$ cat src/hw/rtl/binary_frame_encoder_fletcher8_macros.svh
// assertion macros shared by the frame encoder rtl
// no dependencies; define ASSERT_OFF to compile the checks away
`ifndef BINARY_FRAME_ENCODER_FLETCHER8_MACROS_SVH
`define BINARY_FRAME_ENCODER_FLETCHER8_MACROS_SVH

`ifndef ASSERT_OFF
`define BFE_F8_ASSERT(lbl, clk, rst, prop) \
   lbl: assert property (@(posedge clk) disable iff (rst) prop) \
      else $error("bfe_f8 check failed");
`define BFE_F8_ASSERT_IMPL(lbl, clk, rst, ante, cons) \
   lbl: assert property (@(posedge clk) disable iff (rst) (ante) |-> (cons)) \
      else $error("bfe_f8 implication failed");
`else
`define BFE_F8_ASSERT(lbl, clk, rst, prop)
`define BFE_F8_ASSERT_IMPL(lbl, clk, rst, ante, cons)
`endif

`endif

$ cat src/hw/rtl/bfe_f8_pkg.sv
// types and constants of the fletcher-8 frame encoder
// no dependencies
package bfe_f8_pkg;

   localparam int MAX_RESULTS = 8;
   localparam int CNT_W       = 4;
   localparam int CAP_W       = 17;

   localparam logic [7:0] SYNC_FIRST  = 8'hB5;
   localparam logic [7:0] SYNC_SECOND = 8'h62;
   localparam logic [CNT_W-1:0] HEAD_BYTES  = 4'd6;
   localparam logic [CNT_W-1:0] CHECK_BYTES = 4'd2;
   localparam logic [CAP_W-1:0] FRAME_OVERHEAD = 17'd8;
   localparam logic [CAP_W-1:0] CAP_RESET = 17'd65543;

   typedef enum logic {
      CMD_START = 1'b0,
      CMD_DATA  = 1'b1
   } cmd_type;

   typedef enum logic [1:0] {
      STATUS_OK      = 2'd0,
      STATUS_TOO_BIG = 2'd1,
      STATUS_ORDER   = 2'd2
   } status_type;

   // one burst of result words handed to the output queue
   typedef struct packed {
      logic                              load;
      logic [CNT_W-1:0]                  count;
      logic                              last_end;
      status_type                        status;
      logic [MAX_RESULTS-1:0][7:0]       bytes;
   } burst_type;

endpackage

$ cat src/hw/rtl/bfe_f8_ifs.sv
// valid/ready channel interfaces for request and response words
// depends on bfe_f8_pkg
interface bfe_f8_req_if;
   import bfe_f8_pkg::*;
   logic        valid;
   logic        ready;
   cmd_type     cmd;
   logic [7:0]  msg_class;
   logic [7:0]  msg_id;
   logic [15:0] payload_len;
   logic [7:0]  data_byte;
   modport source (output valid, cmd, msg_class, msg_id, payload_len, data_byte,
                   input ready);
   modport sink   (input valid, cmd, msg_class, msg_id, payload_len, data_byte,
                   output ready);
endinterface

interface bfe_f8_rsp_if;
   import bfe_f8_pkg::*;
   logic       valid;
   logic       ready;
   logic [7:0] out_byte;
   logic       frame_end;
   status_type status;
   modport source (output valid, out_byte, frame_end, status, input ready);
   modport sink   (input valid, out_byte, frame_end, status, output ready);
endinterface

$ cat src/hw/rtl/bfe_f8_burst.sv
// output queue: holds one burst of up to eight result words and shifts them out
// depends on bfe_f8_pkg, bfe_f8_rsp_if and the macro header
`include "binary_frame_encoder_fletcher8_macros.svh"

module bfe_f8_burst (
   input  logic                  clock,
   input  logic                  reset,
   input  bfe_f8_pkg::burst_type burst_ld,
   output logic                  can_load,
   bfe_f8_rsp_if.source          rsp_ch
);
   import bfe_f8_pkg::*;

   logic [CNT_W-1:0]            count_ff, count_in;
   logic [MAX_RESULTS-1:0][7:0] bytes_ff, bytes_in;
   logic                        end_ff, end_in;
   status_type                  status_ff, status_in;
   logic                        take;

   assign take     = rsp_ch.valid && rsp_ch.ready;
   assign can_load = (count_ff == '0) || ((count_ff == CNT_W'(1)) && rsp_ch.ready);

   assign rsp_ch.valid     = (count_ff != '0);
   assign rsp_ch.out_byte  = bytes_ff[0];
   assign rsp_ch.frame_end = end_ff && (count_ff == CNT_W'(1));
   assign rsp_ch.status    = status_ff;

   always_comb begin
      count_in  = count_ff;
      bytes_in  = bytes_ff;
      end_in    = end_ff;
      status_in = status_ff;
      if (burst_ld.load) begin
         count_in  = burst_ld.count;
         bytes_in  = burst_ld.bytes;
         end_in    = burst_ld.last_end;
         status_in = burst_ld.status;
      end else if (take) begin
         count_in = count_ff - CNT_W'(1);
         bytes_in = bytes_ff >> 8;
      end
   end

   always_ff @(posedge clock) begin
      if (reset) begin
         count_ff <= '0;
      end else begin
         count_ff <= count_in;
      end
      bytes_ff  <= bytes_in;
      end_ff    <= end_in;
      status_ff <= status_in;
   end

   `BFE_F8_ASSERT(a_count_range, clock, reset, count_ff <= CNT_W'(MAX_RESULTS))
   `BFE_F8_ASSERT_IMPL(a_load_when_free, clock, reset, burst_ld.load, can_load)
   `BFE_F8_ASSERT(a_take_decrements, clock, reset,
      (take && !burst_ld.load) |=> (count_ff == $past(count_ff) - CNT_W'(1)))

endmodule

$ cat src/hw/rtl/binary_frame_encoder_fletcher8.sv
// fletcher-8 frame encoder: first response word is registered, out in the cycle after accept
// payload word: one output word, three at frame end; one request per cycle unless stalled
// start word: six response words, eight for an empty payload; single word on errors
// next request is taken in the cycle the burst queue's last word leaves (one output port)
// synchronous reset clears frame state and the queue, capacity returns to 65543
`include "binary_frame_encoder_fletcher8_macros.svh"

module binary_frame_encoder_fletcher8 (
   input  logic                          clock,
   input  logic                          reset,
   bfe_f8_req_if.sink                    req_ch,
   bfe_f8_rsp_if.source                  rsp_ch,
   input  logic                          csr_wr_en,
   input  logic [bfe_f8_pkg::CAP_W-1:0]  csr_wr_data
);
   import bfe_f8_pkg::*;

   // capacity register and frame state
   logic [CAP_W-1:0] cap_ff;
   logic             open_ff, open_in;
   logic [15:0]      left_ff, left_in;
   logic [7:0]       sum_a_ff, sum_a_in;
   logic [7:0]       sum_b_ff, sum_b_in;

   logic             can_load;
   logic             accept;
   burst_type        burst;

   // running sums over the four header bytes that are checksummed
   logic [7:0] ha1, ha2, ha3, ha4;
   logic [7:0] hb1, hb2, hb3, hb4;
   // running sums for one payload word
   logic [7:0] pa, pb;
   logic       too_big;

   assign req_ch.ready = can_load;
   assign accept       = req_ch.valid && req_ch.ready;

   // header checksum chain: class, id, length low, length high
   assign ha1 = req_ch.msg_class;
   assign hb1 = ha1;
   assign ha2 = ha1 + req_ch.msg_id;
   assign hb2 = hb1 + ha2;
   assign ha3 = ha2 + req_ch.payload_len[7:0];
   assign hb3 = hb2 + ha3;
   assign ha4 = ha3 + req_ch.payload_len[15:8];
   assign hb4 = hb3 + ha4;

   assign pa = sum_a_ff + req_ch.data_byte;
   assign pb = sum_b_ff + pa;

   // whole frame including sync, header and checksum against capacity
   assign too_big = ({1'b0, req_ch.payload_len} + FRAME_OVERHEAD) > cap_ff;

   always_comb begin
      // default: single error word for an out-of-order request
      burst.load     = accept;
      burst.count    = CNT_W'(1);
      burst.last_end = 1'b1;
      burst.status   = STATUS_ORDER;
      burst.bytes    = '0;
      open_in  = open_ff;
      left_in  = left_ff;
      sum_a_in = sum_a_ff;
      sum_b_in = sum_b_ff;

      if (req_ch.cmd == CMD_START) begin
         if (open_ff) begin
            // start while a frame is open: flagged, frame goes on
         end else if (too_big) begin
            burst.status = STATUS_TOO_BIG;
         end else begin
            burst.status   = STATUS_OK;
            burst.bytes[0] = SYNC_FIRST;
            burst.bytes[1] = SYNC_SECOND;
            burst.bytes[2] = req_ch.msg_class;
            burst.bytes[3] = req_ch.msg_id;
            burst.bytes[4] = req_ch.payload_len[7:0];
            burst.bytes[5] = req_ch.payload_len[15:8];
            burst.bytes[6] = ha4;
            burst.bytes[7] = hb4;
            sum_a_in = ha4;
            sum_b_in = hb4;
            if (req_ch.payload_len == '0) begin
               // empty payload closes the frame right away
               burst.count    = HEAD_BYTES + CHECK_BYTES;
               burst.last_end = 1'b1;
               open_in        = 1'b0;
               left_in        = '0;
            end else begin
               burst.count    = HEAD_BYTES;
               burst.last_end = 1'b0;
               open_in        = 1'b1;
               left_in        = req_ch.payload_len;
            end
         end
      end else begin
         if (open_ff) begin
            burst.status   = STATUS_OK;
            burst.bytes[0] = req_ch.data_byte;
            burst.bytes[1] = pa;
            burst.bytes[2] = pb;
            sum_a_in = pa;
            sum_b_in = pb;
            if (left_ff == 16'd1) begin
               // last payload word: append both checksum bytes
               burst.count    = CNT_W'(1) + CHECK_BYTES;
               burst.last_end = 1'b1;
               open_in        = 1'b0;
               left_in        = '0;
            end else begin
               burst.last_end = 1'b0;
               left_in        = left_ff - 16'd1;
            end
         end
      end
   end

   always_ff @(posedge clock) begin
      if (reset) begin
         cap_ff   <= CAP_RESET;
         open_ff  <= 1'b0;
         left_ff  <= '0;
         sum_a_ff <= '0;
         sum_b_ff <= '0;
      end else begin
         if (csr_wr_en) begin
            cap_ff <= csr_wr_data;
         end
         if (accept) begin
            open_ff  <= open_in;
            left_ff  <= left_in;
            sum_a_ff <= sum_a_in;
            sum_b_ff <= sum_b_in;
         end
      end
   end

   // response word queue
   bfe_f8_burst u_burst (
      .clock    (clock),
      .reset    (reset),
      .burst_ld (burst),
      .can_load (can_load),
      .rsp_ch   (rsp_ch)
   );

   `BFE_F8_ASSERT_IMPL(a_open_has_bytes, clock, reset, open_ff, left_ff != '0)
   `BFE_F8_ASSERT_IMPL(a_closed_no_bytes, clock, reset, !open_ff, left_ff == '0)
   `BFE_F8_ASSERT(a_last_word_closes, clock, reset,
      (accept && (req_ch.cmd == CMD_DATA) && open_ff && (left_ff == 16'd1)) |=> !open_ff)

endmodule

$ cat src/flat_wrapper.sv
// flat-port wrapper written by rule: the top's interface ports become plain ports
module binary_frame_encoder_fletcher8_flat import bfe_f8_pkg::*;
  (clock, reset, csr_wr_en, csr_wr_data, req_ch_valid, req_ch_cmd, req_ch_msg_class, req_ch_msg_id, req_ch_payload_len, req_ch_data_byte, req_ch_ready, rsp_ch_valid, rsp_ch_out_byte, rsp_ch_frame_end, rsp_ch_status, rsp_ch_ready);
  bfe_f8_req_if req_ch_i ();
  bfe_f8_rsp_if rsp_ch_i ();
  input  logic clock;
  input  logic reset;
  input  logic csr_wr_en;
  input  logic [bfe_f8_pkg::CAP_W-1:0] csr_wr_data;
  input wire logic [$bits(req_ch_i.valid)-1:0] req_ch_valid;
  input wire logic [$bits(req_ch_i.cmd)-1:0] req_ch_cmd;
  input wire logic [$bits(req_ch_i.msg_class)-1:0] req_ch_msg_class;
  input wire logic [$bits(req_ch_i.msg_id)-1:0] req_ch_msg_id;
  input wire logic [$bits(req_ch_i.payload_len)-1:0] req_ch_payload_len;
  input wire logic [$bits(req_ch_i.data_byte)-1:0] req_ch_data_byte;
  output wire logic [$bits(req_ch_i.ready)-1:0] req_ch_ready;
  output wire logic [$bits(rsp_ch_i.valid)-1:0] rsp_ch_valid;
  output wire logic [$bits(rsp_ch_i.out_byte)-1:0] rsp_ch_out_byte;
  output wire logic [$bits(rsp_ch_i.frame_end)-1:0] rsp_ch_frame_end;
  output wire logic [$bits(rsp_ch_i.status)-1:0] rsp_ch_status;
  input wire logic [$bits(rsp_ch_i.ready)-1:0] rsp_ch_ready;
  assign req_ch_i.valid = req_ch_valid;
  assign req_ch_i.cmd = req_ch_cmd;
  assign req_ch_i.msg_class = req_ch_msg_class;
  assign req_ch_i.msg_id = req_ch_msg_id;
  assign req_ch_i.payload_len = req_ch_payload_len;
  assign req_ch_i.data_byte = req_ch_data_byte;
  assign req_ch_ready = req_ch_i.ready;
  assign rsp_ch_valid = rsp_ch_i.valid;
  assign rsp_ch_out_byte = rsp_ch_i.out_byte;
  assign rsp_ch_frame_end = rsp_ch_i.frame_end;
  assign rsp_ch_status = rsp_ch_i.status;
  assign rsp_ch_i.ready = rsp_ch_ready;
  binary_frame_encoder_fletcher8 u_core (.clock(clock), .reset(reset), .req_ch(req_ch_i), .rsp_ch(rsp_ch_i), .csr_wr_en(csr_wr_en), .csr_wr_data(csr_wr_data));
endmodule
$ cat config.mk
export PLATFORM = sky130hd
export DESIGN_NAME = binary_frame_encoder_fletcher8_flat
export DESIGN_NICKNAME = d
export VERILOG_FILES = /design/src/hw/rtl/bfe_f8_pkg.sv /design/src/hw/rtl/bfe_f8_ifs.sv /design/src/hw/rtl/bfe_f8_burst.sv /design/src/hw/rtl/binary_frame_encoder_fletcher8.sv /design/src/flat_wrapper.sv
export VERILOG_INCLUDE_DIRS = /design/src /design/src/hw/rtl
export SDC_FILE = /design/constraint.sdc
export NUM_CORES = 1
export LEC_CHECK = 0
export BUFFER_PORTS_ARGS = -buffer_cell sky130_fd_sc_hd__buf_2
export CAP_MARGIN = 10
export CORE_MARGIN = 4
export CORE_UTILIZATION = 61
export DETAILED_ROUTE_END_ITERATION = 6
export GPL_TIMING_DRIVEN = 0
export PLACE_DENSITY = 0.91
export SETUP_SLACK_MARGIN = 0.4
export SLEW_MARGIN = 20
export SYNTH_ARGS = -nofsm -noshare
export SYNTH_HDL_FRONTEND = slang
export SYNTH_SLANG_ARGS = --single-unit
$ cat constraint.sdc
create_clock -name clock -period 6.47 [get_ports clock]
set_input_delay 0.9705 -clock clock [delete_from_list [all_inputs] [get_ports clock]]
set_output_delay 0.9705 -clock clock [all_outputs]
set_load 0.03 [all_outputs]
==> flow_summary_export.csv, run 1 <==
group,metric,value,unit
status,outcome,"completed",
finish,fillers,963,
clock_network,clk_latency,0.43,ns
critical_path,worstPathRequired,6.79,ns
floorplanning,core-area,0.0133,mm^2
route,wirelength,24700,um
finish,syn_to_final_growth,15.1,%
sta,fin_crit,5.89,ns
pwr,p_clk_share,15.4,%
logic_synthesis,ys_warn_count,0,
pwr,leakage,4.13,nW
logic_synthesis,yosysSeqAreaShare,36.9,%
clock_network,root_buffer,"clkbuf_16",
floorplanning,start_util,62.7,%
critical_path,cp_top_family,"adder cells",
floorplanning,io_pins,76,
placement,globalplace.congestion,0.979,
route,wl_per_cell,20.5,um
global_route,grt_pass1_wl,38100,um
pwr,max-vdd-ir-drop,0.283,mV
route,drtIter0Drc,1047,
sta,fmax,170,MHz
finish,final_area,0.00964,mm^2
critical_path,start_kind,"input port",
clock_network,clkSinkCount,121,
route,viasPerCell,6.37,
critical_path,slowest_stage,"fa_1",
sta,setup_tns,0,ns
critical_path,worstSetupEndpointType,"flip-flop",
finish,fin_cells,1204,
sta,setup_slack,0.584,ns
pwr,p_comb_share,60.7,%
logic_synthesis,async_flop_share,0,%
route,ant_nets,0,
route,vias,7668,
clock_network,cts_buffers,17,
worst_hold_path,hp-class,"reg2reg",
critical_path,cp_max_fo,3,
floorplanning,die_area,0.0157,mm^2
sta,fin_skew,0.00959,ns
global_route,grt_usage,30.8,%
clock_network,cts_tree,"done",
pwr,power_density,597,mW/mm^2
placement,place_hpwl,18300,um
logic_synthesis,synth_nets,1068,
route,first_pass_iters,5,
logic_synthesis,ys_ff_latch,121,
logic_synthesis,synth_ff_type,"edfxtp_1",
critical_path,crit_type,"in2reg",
placement,dpl.cell_count,1167,
finish,fin_nets,1164,
logic_synthesis,syn_inst,919,
global_route,grt_pass1_vias,7434,
floorplanning,die_w,125,um
pwr,switchingPower,2.64,mW
sta,hold_ws,0.499,ns
clock_network,htreeDepth,4,
global_route,grt_max_degree,45,
route,drc_errors,0,
clock_network,clkSlewWorstSetupHoldPaths,0.06,ns
clock_network,clock_path_buffers,2,
finish,final_common_cell,"nand2_1",
sta,min_period_over_period,91.0,%
critical_path,crit_path_max_incr_delay,0.55,ns
sta,relSlewSlack,49.2,%
critical_path,arrival,6.21,ns
logic_synthesis,syn_area_per_cell,9.11,um^2
pwr,intPower,3.12,mW
job,drv_cap,0,
floorplanning,die_y,125,um
sta,final_max_slew_viol_count,0,
critical_path,crit_top_cell,"ha_1",
pwr,seq_power_share,23.9,%
logic_synthesis,synth-edff-count,67,
critical_path,r2r_slack,2.88,ns
clock_network,cts-hold-fix-buffers,0,
sta,tightest_slew,0.759,ns
logic_synthesis,syn-cell-area,0.00837,mm^2
global_route,antenna_found_initial,0,
placement,dp_slack,-0.383,ns
sta,hold_viol,0,
finish,final_core_util,72.2,%
finish,final_cell_mix,"nand2_1 (108), nor2_1 (96), buf_2 (77)",
finish,num_antenna_cells,0,
floorplanning,placementRows,42,
global_route,gr-total-overflow,0,
finish,drive_gt1_share,16.7,%
critical_path,crit_chain,"buf_2, ha_1, fa_2, a21oi_1, nor2_1, nor2_2, xnor2_2, ha_1, a21oi_1, o21ai_1, xor2_1, ha_1, a21o_1, a31oi_2, xor2_2, fa_1, fa_1, inv_1, ha_1, a21oi_2, xnor2_2, xnor2_2, buf_4, o21ai_1",
pwr,p_total,5.76,mW
sta,setup_violations,0,
logic_synthesis,yosysUniqueCellTypes,67,
pwr,swShare,45.9,%
sta,grt_setup_unrepaired,"no",
placement,numPortBuffers,71,
critical_path,cp.buffers_inverters,3,
placement,placed_area,0.00897,mm^2
## sequential cells by signal, indices dropped and copies added (netlist names)
signal,count
u_core.u_burst.bytes_ff,56
u_core.cap_ff,17
u_core.left_ff,16
u_core.sum_a_ff,8
u_core.sum_b_ff,8
u_core.u_burst.rsp_ch.out_byte,8
u_core.u_burst.count_ff,4
u_core.u_burst.rsp_ch.status,2
u_core.open_ff,1
u_core.u_burst.end_ff,1
## worst paths after layout
path / depth (start not counted) / from / to
worst max-delay path: 24 / req_ch_msg_id[0] / u_core.sum_b_ff[7]
worst min-delay path: 2 / u_core.cap_ff[14] / u_core.cap_ff[14]
worst max register to register: 14 / u_core.sum_a_ff[0] / u_core.u_burst.bytes_ff[23]
worst min register to register: 2 / u_core.cap_ff[14] / u_core.cap_ff[14]
## cell usage after synthesis, types with 15 or more instances
cell | n | share of area [%]
dfxtp_1 | 54 | 13
fa_1 | 18 | 4.3
inv_1 | 72 | 3.2
xor2_1 | 24 | 2.5
mux2i_1 | 18 | 2.2
nor2_1 | 97 | 4.3
o21ai_1 | 20 | 1.2
nand3_1 | 15 | 0.90
ha_1 | 68 | 10
xnor2_1 | 34 | 3.6
clkbuf_1 | 28 | 1.3
a211oi_1 | 17 | 1.5
o21ai_0 | 41 | 2.5
a21oi_1 | 52 | 3.1
nand2_1 | 108 | 4.8
edfxtp_1 | 67 | 24
## tightest hold or removal path, delay by kind of cell, from the launching register on
family / cells / cell delay, ns
flops: 1 / 0.33
simple gates: 1 / 0.07
mux: 1 / 0.07
## final cells by class
type                       instances  area, um^2  share of cell area (%)
multi-input combinational        674        4830                    50.1
timing repair buffer              77         413                    4.28
clock inverter                    12         103                    1.06
inverter                          73         277                    2.87
sequential                       121        3090                    32.1
clock buffer                      20         437                    4.53
tap                              176         220                    2.28
buffer                            51         270                    2.80
## what timing repair did
action                                  CTS  global route
pin swaps                                 1             7
buffers inserted                          1             4
endpoints found under the setup margin    3             3
gates resized for setup                   5            11
## kinds of logic (layout without fill, tap and decap cells)
family / count (synthesis) / in the layout / synth area share (%)
buf+inv: 124 / 233 / 6.50
xor+xnor: 58 / 58 / 6.07
mux: 19 / 19 / 2.29
flops: 121 / 121 / 36.9
fa+ha+maj: 86 / 86 / 14.5
compound gates: 217 / 217 / 17.3
simple gates: 294 / 294 / 16.4
## power by group through the flow
stage | combinational, mW | clock [mW] | sequential (mW)
2_1_floorplan | 2.26 | 0 | 1.35
3_3_place_gp | 2.96 | 0 | 1.38
3_5_place_dp | 3.08 | 0 | 1.38
4_1_cts | 3.20 | 0.881 | 1.37
5_1_grt | 3.76 | 0.916 | 1.40
6_report | 3.50 | 0.886 | 1.38
## routing by layer
| metal | track usage [%] | up-vias | wire (um) |
|---|---|---|---|
| met2 | 50.2 | 503 | 11500 |
| met3 | 6.57 | 123 | 2670 |
| met5 | 0 | - | 0 |
| met1 | 39.5 | 3603 | 9310 |
| li1 | - | 3439 | - |
| met4 | 14.4 | 0 | 1280 |
No activity file was read; power rests on OpenSTA's default activity.
==> run 2, diff against run 1 <==
CORE_UTILIZATION = 62   (was 61)
CTS_BUF_LIST = sky130_fd_sc_hd__clkbuf_8   (was not set)
PLACE_DENSITY = 0.92   (was 0.91)
==> run 2 against run 1 <==
Compared with the run above:
- sequential power hardly changed
- register-to-register slack better by 0.03 ns
- non-clock buffer count stayed put
- largest cell class unchanged
- routed wire length is 2.0% lower
- power is 6.1% lower
- final cell count stayed put
- worst hold slack better by 0.0025 ns
- sequential cell count stayed put
- fmax is 1.7% lower
==> flow_summary_export.csv, run 2 (synthesis gave the netlist of run 1 again) <==
group,metric,value,unit
finish,final_cell_mix,"nand2_1 (108), nor2_1 (96), buf_2 (77)",
floorplanning,placementRows,42,
global_route,gr-total-overflow,0,
sta,fin_crit,5.99,ns
sta,setup_violations,0,
sta,fmax,167,MHz
critical_path,crit_type,"in2reg",
finish,top_register,"u_core.u_burst.bytes_ff",
sta,setup_slack,0.483,ns
global_route,grt_pass1_wl,37100,um
pwr,max-vdd-ir-drop,0.415,mV
floorplanning,die_w,124,um
floorplanning,die_area,0.0154,mm^2
critical_path,start_kind,"input port",
pwr,p_total,5.41,mW
global_route,grt_max_degree,46,
finish,seq_area,0.00309,mm^2
clock_network,clkSlewWorstSetupHoldPaths,0.08,ns
floorplanning,die_y,124,um
critical_path,worstPathRequired,6.69,ns
critical_path,arrival,6.21,ns
placement,dp_slack,-0.332,ns
sta,relSlewSlack,42.7,%
finish,fillers,983,
critical_path,cp_max_fo,4,
global_route,grt_pass1_vias,7232,
sta,hold_viol,0,
route,first_pass_iters,7,
clock_network,clkSinkCount,121,
sta,setup_tns,0,ns
placement,placed_area,0.00897,mm^2
clock_network,cts_tree,"done",
floorplanning,io_pins,76,
placement,numPortBuffers,71,
placement,place_hpwl,18000,um
floorplanning,start_util,63.2,%
sta,hold_ws,0.501,ns
pwr,leakage,4.06,nW
finish,final_common_cell,"nand2_1",
route,wl_per_cell,20.1,um
finish,fin_nets,1164,
global_route,antenna_found_initial,0,
route,drc_errors,0,
pwr,power_density,570,mW/mm^2
route,wirelength,24200,um
critical_path,worstSetupEndpointType,"flip-flop",
job,drv_cap,0,
finish,final_core_util,71.7,%
finish,fin_cells,1204,
route,vias,7575,
finish,final_area,0.00950,mm^2
sta,grt_setup_unrepaired,"no",
route,ant_nets,0,
clock_network,cts_buffers,17,
floorplanning,core-area,0.0132,mm^2
status,outcome,"completed",
finish,reg.largest.list,"u_core.u_burst.bytes_ff: 56 flops, u_core.cap_ff: 17 flops, u_core.left_ff: 16 flops",
finish,num_antenna_cells,0,
clock_network,root_buffer,"clkbuf_8",
placement,globalplace.congestion,0.987,
sta,tightest_slew,0.860,ns
clock_network,clk_latency,0.47,ns
sta,fin_skew,0.0189,ns
finish,syn_to_final_growth,13.4,%
clock_network,htreeDepth,4,
sta,min_period_over_period,92.5,%
route,drtIter0Drc,859,
route,viasPerCell,6.29,
sta,final_max_slew_viol_count,0,
clock_network,clock_path_buffers,2,
finish,multi_input_area,0.00481,mm^2
finish,largest_reg_flops,56,
finish,drive_gt1_share,16.7,%
global_route,grt_usage,30.6,%
worst_hold_path,hp-class,"reg2reg",
placement,dpl.cell_count,1167,
run 2: area by class of cell:
class                      count  share of cell area, %
buffer                        51                   2.85
clock buffer                  17                   2.46
clock inverter                15                   1.87
inverter                      73                   2.91
multi-input combinational    674                   50.7
sequential                   121                   32.6
tap                          176                   2.32
timing repair buffer          77                   4.35
run 2: what timing repair did:
item / CTS / global route
setup endpoints to repair: 4 / 4
setup buffers: 1 / 4
gates resized for setup: 4 / 9
endpoints found under the hold margin: 0 / 0
pin swaps: 1 / 5
hold buffers: 0 / 0
run 2: critical path, stage by stage:
cell and delay (ns):
buf_2 0.15, ha_1 0.23, fa_1 0.44, a21oi_2 0.18
nor2_1 0.08, nor2_2 0.17, xnor2_2 0.19, ha_1 0.32
a21oi_1 0.16, o21ai_2 0.10, xor2_1 0.26, ha_1 0.32
a21o_1 0.17, a31oi_1 0.22, xor2_2 0.23, fa_1 0.47
fa_1 0.55, inv_1 0.05, ha_1 0.34, a21oi_1 0.17
xnor2_1 0.19, xnor2_2 0.19, nor2_1 0.07
run 2: final timing paths:
path	from	to	slack (ns)	depth (start not counted)
worst max-delay path	req_ch_msg_class[0]	u_core.u_burst.bytes_ff[63]	0.48	23
worst min-delay path	u_core.left_ff[8]	u_core.left_ff[8]	0.50	2
worst max register to register	u_core.sum_a_ff[0]	u_core.u_burst.bytes_ff[23]	2.91	14
worst min register to register	u_core.left_ff[8]	u_core.left_ff[8]	0.50	2
run 2: report_power, final:
part | internal [mW] | switching (mW) | leakage, nW | total, mW
Clock | 0.382 | 0.343 | 0.206 | 0.725
Combinational | 1.27 | 2.05 | 2.74 | 3.32
Sequential | 1.24 | 0.133 | 1.11 | 1.37
run 2: layer usage:
layer / vias to the layer above / track usage [%] / wire (um)
met5: - / 0 / 0
li1: 3438 / - / -
met3: 116 / 8.89 / 2730
met1: 3527 / 38.7 / 8960
met2: 494 / 48.9 / 11300
met4: 0 / 13.0 / 1290
